[src/sv/fvn_pkg.sv]
// shared types, constants and tables of the fractal value noise block
`default_nettype none
package fvn_pkg;

  localparam int LATENCY = 11;

  typedef enum logic [1:0] {
    REG_FREQUENCY    = 2'd0,
    REG_OCTAVE_COUNT = 2'd1,
    REG_SEED_BYTE    = 2'd2
  } cfg_reg_t;

  typedef struct packed {
    logic [15:0] frequency;
    logic [3:0]  octave_count;
    logic [7:0]  seed_byte;
  } cfg_t;

  localparam logic [7:0] PERM [256] = '{
    8'd208, 8'd34, 8'd231, 8'd213, 8'd32, 8'd248, 8'd233, 8'd56, 8'd161, 8'd78,
    8'd24, 8'd140, 8'd71, 8'd48, 8'd140, 8'd254, 8'd245, 8'd255, 8'd247, 8'd247,
    8'd40, 8'd185, 8'd248, 8'd251, 8'd245, 8'd28, 8'd124, 8'd204, 8'd204, 8'd76,
    8'd36, 8'd1, 8'd107, 8'd28, 8'd234, 8'd163, 8'd202, 8'd224, 8'd245, 8'd128,
    8'd167, 8'd204, 8'd9, 8'd92, 8'd217, 8'd54, 8'd239, 8'd174, 8'd173, 8'd102,
    8'd193, 8'd189, 8'd190, 8'd121, 8'd100, 8'd108, 8'd167, 8'd44, 8'd43, 8'd77,
    8'd180, 8'd204, 8'd8, 8'd81, 8'd70, 8'd223, 8'd11, 8'd38, 8'd24, 8'd254,
    8'd210, 8'd210, 8'd177, 8'd32, 8'd81, 8'd195, 8'd243, 8'd125, 8'd8, 8'd169,
    8'd112, 8'd32, 8'd97, 8'd53, 8'd195, 8'd13, 8'd203, 8'd9, 8'd47, 8'd104,
    8'd125, 8'd117, 8'd114, 8'd124, 8'd165, 8'd203, 8'd181, 8'd235, 8'd193, 8'd206,
    8'd70, 8'd180, 8'd174, 8'd0, 8'd167, 8'd181, 8'd41, 8'd164, 8'd30, 8'd116,
    8'd127, 8'd198, 8'd245, 8'd146, 8'd87, 8'd224, 8'd149, 8'd206, 8'd57, 8'd4,
    8'd192, 8'd210, 8'd65, 8'd210, 8'd129, 8'd240, 8'd178, 8'd105, 8'd228, 8'd108,
    8'd245, 8'd148, 8'd140, 8'd40, 8'd35, 8'd195, 8'd38, 8'd58, 8'd65, 8'd207,
    8'd215, 8'd253, 8'd65, 8'd85, 8'd208, 8'd76, 8'd62, 8'd3, 8'd237, 8'd55,
    8'd89, 8'd232, 8'd50, 8'd217, 8'd64, 8'd244, 8'd157, 8'd199, 8'd121, 8'd252,
    8'd90, 8'd17, 8'd212, 8'd203, 8'd149, 8'd152, 8'd140, 8'd187, 8'd234, 8'd177,
    8'd73, 8'd174, 8'd193, 8'd100, 8'd192, 8'd143, 8'd97, 8'd53, 8'd145, 8'd135,
    8'd19, 8'd103, 8'd13, 8'd90, 8'd135, 8'd151, 8'd199, 8'd91, 8'd239, 8'd247,
    8'd33, 8'd39, 8'd145, 8'd101, 8'd120, 8'd99, 8'd3, 8'd186, 8'd86, 8'd99,
    8'd41, 8'd237, 8'd203, 8'd111, 8'd79, 8'd220, 8'd135, 8'd158, 8'd42, 8'd30,
    8'd154, 8'd120, 8'd67, 8'd87, 8'd167, 8'd135, 8'd176, 8'd183, 8'd191, 8'd253,
    8'd115, 8'd184, 8'd21, 8'd233, 8'd58, 8'd129, 8'd233, 8'd142, 8'd39, 8'd128,
    8'd211, 8'd118, 8'd137, 8'd139, 8'd255, 8'd114, 8'd20, 8'd218, 8'd113, 8'd154,
    8'd27, 8'd127, 8'd246, 8'd250, 8'd1, 8'd8, 8'd198, 8'd250, 8'd209, 8'd92,
    8'd222, 8'd173, 8'd21, 8'd88, 8'd102, 8'd219
  };

  function automatic logic [7:0] perm(input logic [7:0] idx);
    return PERM[idx];
  endfunction

  // floor(2^32 / (2^n - 1)), single octave held below 2^32
  function automatic logic [31:0] recip(input logic [4:0] n);
    logic [31:0] r;
    case (n)
      5'd1:    r = 32'd4294967295;
      5'd2:    r = 32'd1431655765;
      5'd3:    r = 32'd613566756;
      5'd4:    r = 32'd286331153;
      5'd5:    r = 32'd138547332;
      5'd6:    r = 32'd68174084;
      5'd7:    r = 32'd33818640;
      5'd8:    r = 32'd16843009;
      5'd9:    r = 32'd8405024;
      5'd10:   r = 32'd4198404;
      5'd11:   r = 32'd2098176;
      5'd12:   r = 32'd1048832;
      5'd13:   r = 32'd524352;
      5'd14:   r = 32'd262160;
      5'd15:   r = 32'd131076;
      5'd16:   r = 32'd65537;
      default: r = 32'd4294967295;
    endcase
    return r;
  endfunction

endpackage
`default_nettype wire

[src/sv/fvn_norm.sv]
// octave weighting, sum tree and normalising divide by reciprocal
`default_nettype none
module fvn_norm #(
  parameter int MAX_OCTAVES = 8
) (
  input  wire logic                               clk,
  input  wire logic [39:0]                        v [MAX_OCTAVES],
  input  wire logic [$clog2(MAX_OCTAVES+1)-1:0]   n,
  output logic      [15:0]                        noise
);

  localparam int NW     = $clog2(MAX_OCTAVES + 1);
  localparam int SW     = 40 + MAX_OCTAVES;
  localparam int GROUPS = (MAX_OCTAVES + 3) / 4;
  localparam int TW     = SW - 24;

  logic [SW-1:0] g_sum_next [GROUPS];
  logic [SW-1:0] g_sum [GROUPS];
  logic [NW-1:0] g_n;

  logic [SW-1:0] total;
  logic [SW-1:0] t_total;
  logic [NW-1:0] t_n;

  logic [SW-1:0] shifted;
  logic [TW-1:0] q_t;
  logic [NW-1:0] q_n;

  logic [TW+31:0]       prod;
  logic [MAX_OCTAVES:0] d_wide;
  logic [TW-1:0]        m_t;
  logic [TW-1:0]        m_q0;
  logic [MAX_OCTAVES-1:0] m_d;

  logic [TW+MAX_OCTAVES-1:0] qd;
  logic [TW-1:0]             rem;
  logic [TW-1:0]             q_fix;

  // weighted octave terms in groups of four
  always_comb begin
    for (int g = 0; g < GROUPS; g++) begin
      g_sum_next[g] = '0;
      for (int k = 0; k < 4; k++) begin
        if (g*4 + k < MAX_OCTAVES) begin
          if (NW'(g*4 + k) < n) begin
            g_sum_next[g] = g_sum_next[g] +
              (SW'(v[g*4 + k]) << (MAX_OCTAVES - 1 - (g*4 + k)));
          end
        end
      end
    end
  end

  always_ff @(posedge clk) begin
    g_sum <= g_sum_next;
    g_n   <= n;
  end

  always_comb begin
    total = '0;
    for (int g = 0; g < GROUPS; g++) begin
      total = total + g_sum[g];
    end
  end

  always_ff @(posedge clk) begin
    t_total <= total;
    t_n     <= g_n;
  end

  // drop the extra weight of absent octaves and all but eight fraction bits
  always_comb begin
    shifted = t_total >> (NW'(MAX_OCTAVES) - t_n);
  end

  always_ff @(posedge clk) begin
    q_t <= shifted[SW-1:24];
    q_n <= t_n;
  end

  always_comb begin
    prod   = q_t * fvn_pkg::recip(5'(q_n));
    d_wide = ({{MAX_OCTAVES{1'b0}}, 1'b1} << q_n) - 1'b1;
  end

  always_ff @(posedge clk) begin
    m_q0 <= prod[TW+31:32];
    m_t  <= q_t;
    m_d  <= d_wide[MAX_OCTAVES-1:0];
  end

  // estimate is low by at most one
  always_comb begin
    qd    = m_q0 * m_d;
    rem   = m_t - qd[TW-1:0];
    q_fix = m_q0 + TW'(rem >= TW'(m_d));
  end

  always_ff @(posedge clk) begin
    noise <= q_fix[15:0];
  end

endmodule
`default_nettype wire

[config.mk]
export PLATFORM = sky130hd
export DESIGN_NAME = fvn_norm
export DESIGN_NICKNAME = d
export VERILOG_FILES = /design/src/sv/fvn_pkg.sv /design/src/sv/fvn_norm.sv
export SDC_FILE = /design/constraint.sdc
export NUM_CORES = 2
export LEC_CHECK = 0
export ABC_CLOCK_PERIOD_IN_PS = 25200
export BUFFER_PORTS_ARGS = -buffer_cell sky130_fd_sc_hd__buf_2
export CAP_MARGIN = 20
export CORE_ASPECT_RATIO = 2
export CORE_MARGIN = 10
export CORE_UTILIZATION = 30
export DETAILED_ROUTE_END_ITERATION = 10
export GPL_ROUTABILITY_DRIVEN = 0
export PLACE_DENSITY = 0.45
export SYNTH_ARGS = -nofsm -noshare
export SYNTH_HDL_FRONTEND = slang
export SYNTH_SLANG_ARGS = --single-unit
export TNS_END_PERCENT = 30
[constraint.sdc]
create_clock -name clk -period 25.2 [get_ports clk]
set_clock_uncertainty 0.05 [all_clocks]
set_input_delay 2.52 -clock clk [delete_from_list [all_inputs] [get_ports clk]]
set_output_delay 2.52 -clock clk [all_outputs]
set_load 0.05 [all_outputs]
-- Word level (Yosys, flattened, before mapping)
Memory sizes are Yosys's and may differ from the RTL's. A register that Yosys moved wholly into a read port is not among the register bits.
Index checks and enable logic that the tools add are counted.
- register bits after elaboration: 252
- ROM bits: 512
- memories kept: 1
- memories (name ; words ; bits a word ; rd ports ; clocked after memory_dff ; write ports ; line ; text):
    (name not given) ; 16 ; 32 ; 1 ; 1 ; 0 ; fvn_pkg.sv:55 ; case (n)
- add/sub/neg operators: 11
- $mul: 2
- $lt $le $gt $ge: 9
- shift operators: 2
- muxes and demuxes: 8
- operators with widths (cell ; number):
    48-bit two-way mux ; 6
    24-bit by 32-bit multiplier with 56-bit output ; 1
    47-bit by 46-bit adder with 48-bit output ; 1
    48-bit by 40-bit adder with 48-bit output ; 1
    48-bit by 41-bit adder with 48-bit output ; 1
    48-bit by 44-bit adder with 48-bit output ; 1
    48-bit by 45-bit adder with 48-bit output ; 1
    48-bit adder ; 1
    48-bit by 4-bit >> shifter with 48-bit output ; 1
    47-bit two-way mux ; 1
    43-bit by 42-bit adder with 44-bit output ; 1
    43-bit two-way mux ; 1
    24-bit by 8-bit greater-or-equal comparator with 1-bit output ; 1
    24-bit by 8-bit multiplier with 24-bit output ; 1
    24-bit subtractor ; 1
    16-bit by 1-bit adder with 16-bit output ; 1
    3-bit by 4-bit < comparator with 1-bit output (first input constant) ; 4
    1-bit by 4-bit < comparator with 1-bit output (first input constant) ; 2
    2-bit by 4-bit < comparator with 1-bit output (first input constant) ; 2
    1-bit by 4-bit left shift with 8-bit output (first input constant) ; 1
    8-bit by 1-bit subtractor with 8-bit output (second input constant) ; 1
    4-bit subtractor (first input constant) ; 1

-- Depth between registers and ports, before layout
- depth after elaboration: 8
- depth in mapped cells: 48

-- Worst setup path after synthesis
Ideal clock, no wire load.
- path type: input to register
- start point: input port n[0]
- end point: register g_sum[39] in the netlist's numbering
- setup time: 121 ps
- arrival time: 10571 ps
- required time: 25029 ps
- setup slack: 14459 ps
- cell stages on the path: 43
- buffers on the path: 3
- cell sequence: o21ai_0 > nand2_1 > clkbuf_1 > clkbuf_1 > and2_1 > ha_1 > a21o_1 > maj3_1 > and4_1 > or3_1 > maj3_1 > a22o_1 > maj3_1 > a32oi_1 > xor2_1 > nor2_1 > xnor2_1 > ha_1 > [... 7 more ...] > a21o_1 > a21oi_1 > xnor2_1 > nand2_1 > nand2_1 > ha_1 > a21oi_1 > nor2_1 > o31ai_1 > o2111ai_1 > o311ai_1 > o31ai_1 > and2_1 > a221oi_1 > o21bai_1 > a21oi_1 > xnor2_1 > mux2_2
- RTL lines (what ; line ; text):
    start: declaration ; fvn_norm.sv:8 ; input wire logic [$clog2(MAX_OCTAVES+1)-1:0] n,
    end signal: assignment ; fvn_norm.sv:55 ; g_sum <= g_sum_next;
    end: declaration ; fvn_norm.sv:18 ; logic [SW-1:0] g_sum [GROUPS];

==> impl_results.md <==
- Crit start category: primary input
- Die X: 309.9 um
- Final Routed Wirelength: 191,700 um
- Synth Warn #: 0
- Clock period minus worst slack: 12.26 ns
- Worst R2R Setup Slack: 15.37 ns
- Max-cap violations: 0
- Core Area: about 170,000 um^2
- FF-to-FF Start: q_t[11]$_DFF_P_
- Final setup vio count: 0
- Die Area: roughly 190,000 um^2
- Resize count post-CTS: 0
- Synth top cells by count: inv_1, fa_1, nand2_1, ha_1, and2_1
- Worst-Skew Late Latency: about 0.66 ns
- CTS root buffer: clkbuf_16
- Initial DRC Count: between 1k and 1.5k
- Most common cell in the netlist: inv_1
- Largest net degree at the start of global routing: 53
- Slew headroom: 0.2807
- Gr ovfl total: 0
- Worst Hold Path EP: t_n[3]$_DFF_P_
- Maximum clock path buffer count: 3
- Critical path peak fanout: 44
- Sink Count: between 200 and 250
- Hold Crit Depth: 0
- Worst-path clk slew: 0.06 ns
- DR WL/cell: 23.18 um
- Synth Instances: ~6k
- Critical Path RT: roughly 26 ns
- DRC errors left: 0
- Synthesized area per cell: about 8.6 um^2
- Yosys top cell area share: 0.3136
- Hold_sp: g_n[3]$_DFF_P_
- Cell Area, Synth: 50,430 um^2
- Setup TNS: 0 ns
- Total GRT Usage: 0.2056
- Worst reg2reg path depth: 26
- Via count: roughly 42k
- Slew @ Worst Pin: roughly 1.1 ns
- Ranking of synthesized cells by area: fa_1, ha_1, dfxtp_1
- Area Overhead vs Synth: 10.30%
- Dpl hpwl: 163,100 um
- Critical Path AT: roughly 13 ns
- FF-to-FF End: m_q0[23]$_DFF_P_
- Number of hold violations in the final report: 0
- RSZ-0062 raised after global routing: no
- Nets: around 7.7k
- Cell taking the most area after synthesis: fa_1
- Drt pass-1 iters: 8
- Final Max Slew Viols: 0
- WS Path Type: primary input to register
- CP max stage delay: a little under 0.8 ns
- First-pass GRT wire length: ~280,000 um
- Vias per inst: between 5 and 6
- CP max-delay cell: o21ai_0
- Rows: 212
- Vias in the first global route: approximately 46k
- IO buf count: about 340
- Fmax: around 0.08 GHz
- H-tree depth: 1
- Layout cells sized above 1: 0.09524
- CTS Hold Bufs: 0
- CTS Buf Count: 30
- CTS tree: yes
- Die Height: 599.8 um
- DRT antenna net count: 0
- Initial Util: 0.3018
- Status: finished, final reports clean
- Ports: ~340
- Postcts setup bufs: 0
- Period utilisation layout: 0.4864
- Synth Flop Type: dfxtp_1
- Post-synth EDFFs: 0
- Synthesized flop and latch total: around 240
- Sequential area share after synthesis: 0.09567
- Post-synth ARST share: 0
- Critical Path Sink Type: register
- Worst Hold Class: register to register
- Initial antenna violation count: between 40 and 50
- Yosys cell types: a little under 90
- Mapped Nets: about 7.5k
- CP Launch Point: n[2]
-- kinds of logic after synthesis --
family	Yosys count	share of synthesized area
xor gates and xnor gates	300	0.05210
AOI/OAI and AO/OA	1100	0.1405
and+or+nand+nor	1727	0.1663
other	1	0.00007436
muxes	88	0.02302
DFF	241	0.09567
adders and majority gates	1295	0.4386
buffers and inverters	1121	0.08366
-- worst max-delay path, delay by kind of cell --
| kind | cells | cell delay (ns) |
|---|---|---|
| xor+xnor | 3 | 0.53 |
| compound gates | 15 | 3.90 |
| buf+inv | 3 | 1.00 |
| simple gates | 12 | 2.64 |
| fa+ha+maj | 6 | 2.11 |
-- metal layers --
layer,track usage,part of all wire,up-vias
li1,-,-,19470
met1,0.1698,0.30,20560
met2,0.4247,0.58,1098
met3,0.03235,0.040,525
met4,0.1448,0.086,56
met5,0,0.0020,-
-- area by class of cell --
| class | count | area [um^2] |
|---|---|---|
| Multi-Input combinational cell | 4511 | 41430 |
| Clock buffer | 36 | 803.3 |
| Clock inverter | 19 | 219.0 |
| Fill cell | 17830 | 111500 |
| Antenna cell | 16 | 40.04 |
| Inverter | 892 | 3348 |
| Tap cell | 2140 | 2678 |
| Sequential cell | 241 | 4841 |
| Timing Repair Buffer | 412 | 2267 |
-- worst max-delay path by stage --
stage,to,cells after the start
after floorplan,g_sum[39]$_DFF_P_,43
after global placement,g_sum[43]$_DFF_P_,39
after detailed placement,g_sum[43]$_DFF_P_,39
after CTS,g_sum[43]$_DFF_P_,39
after global routing,g_sum[95]$_DFF_P_,42
final,g_sum[43]$_DFF_P_,39
-- cell usage in the layout, fill, tap and decap left out, types with 49 or more instances in the layout --
cell and count:
a21o_1 182, dfxtp_1 228, nand3_1 69, xnor2_1 207, buf_4 73, nor3_1 49, xor2_1 93, nand2_1 651
o21ai_0 219, inv_1 891, fa_1 790, and2_1 461, o21a_1 55, ha_1 500, a21oi_1 324, buf_2 338
nor2_1 279
-- sequential cells by signal (all words and copies together) (netlist names), named ones only --
signal,flops
t_n,4
m_t,24
g_n,4
noise,16
m_d,8
g_sum,86
q_n,4
q_t,24
t_total,24
m_q0,24
-- through the flow --
stage	hold WS, ns	area (um^2)	instances	utilization	setup slack [ns]
global route	0.2976	55590	8254	0.3327	12.39
detailed placement	0.2747	54530	8195	0.3263	12.36
finish	0.2828	55620	8267	0.3329	12.94
CTS	0.2900	55560	8250	0.3325	13.04
global placement	0.2836	54530	8194	0.3263	12.06
floorplan	0.2596	50430	5873	-	14.46
Power is left out: the tool's default activity adds up to more than one toggle a clock period on the data nets, which glitch-free logic cannot reach.
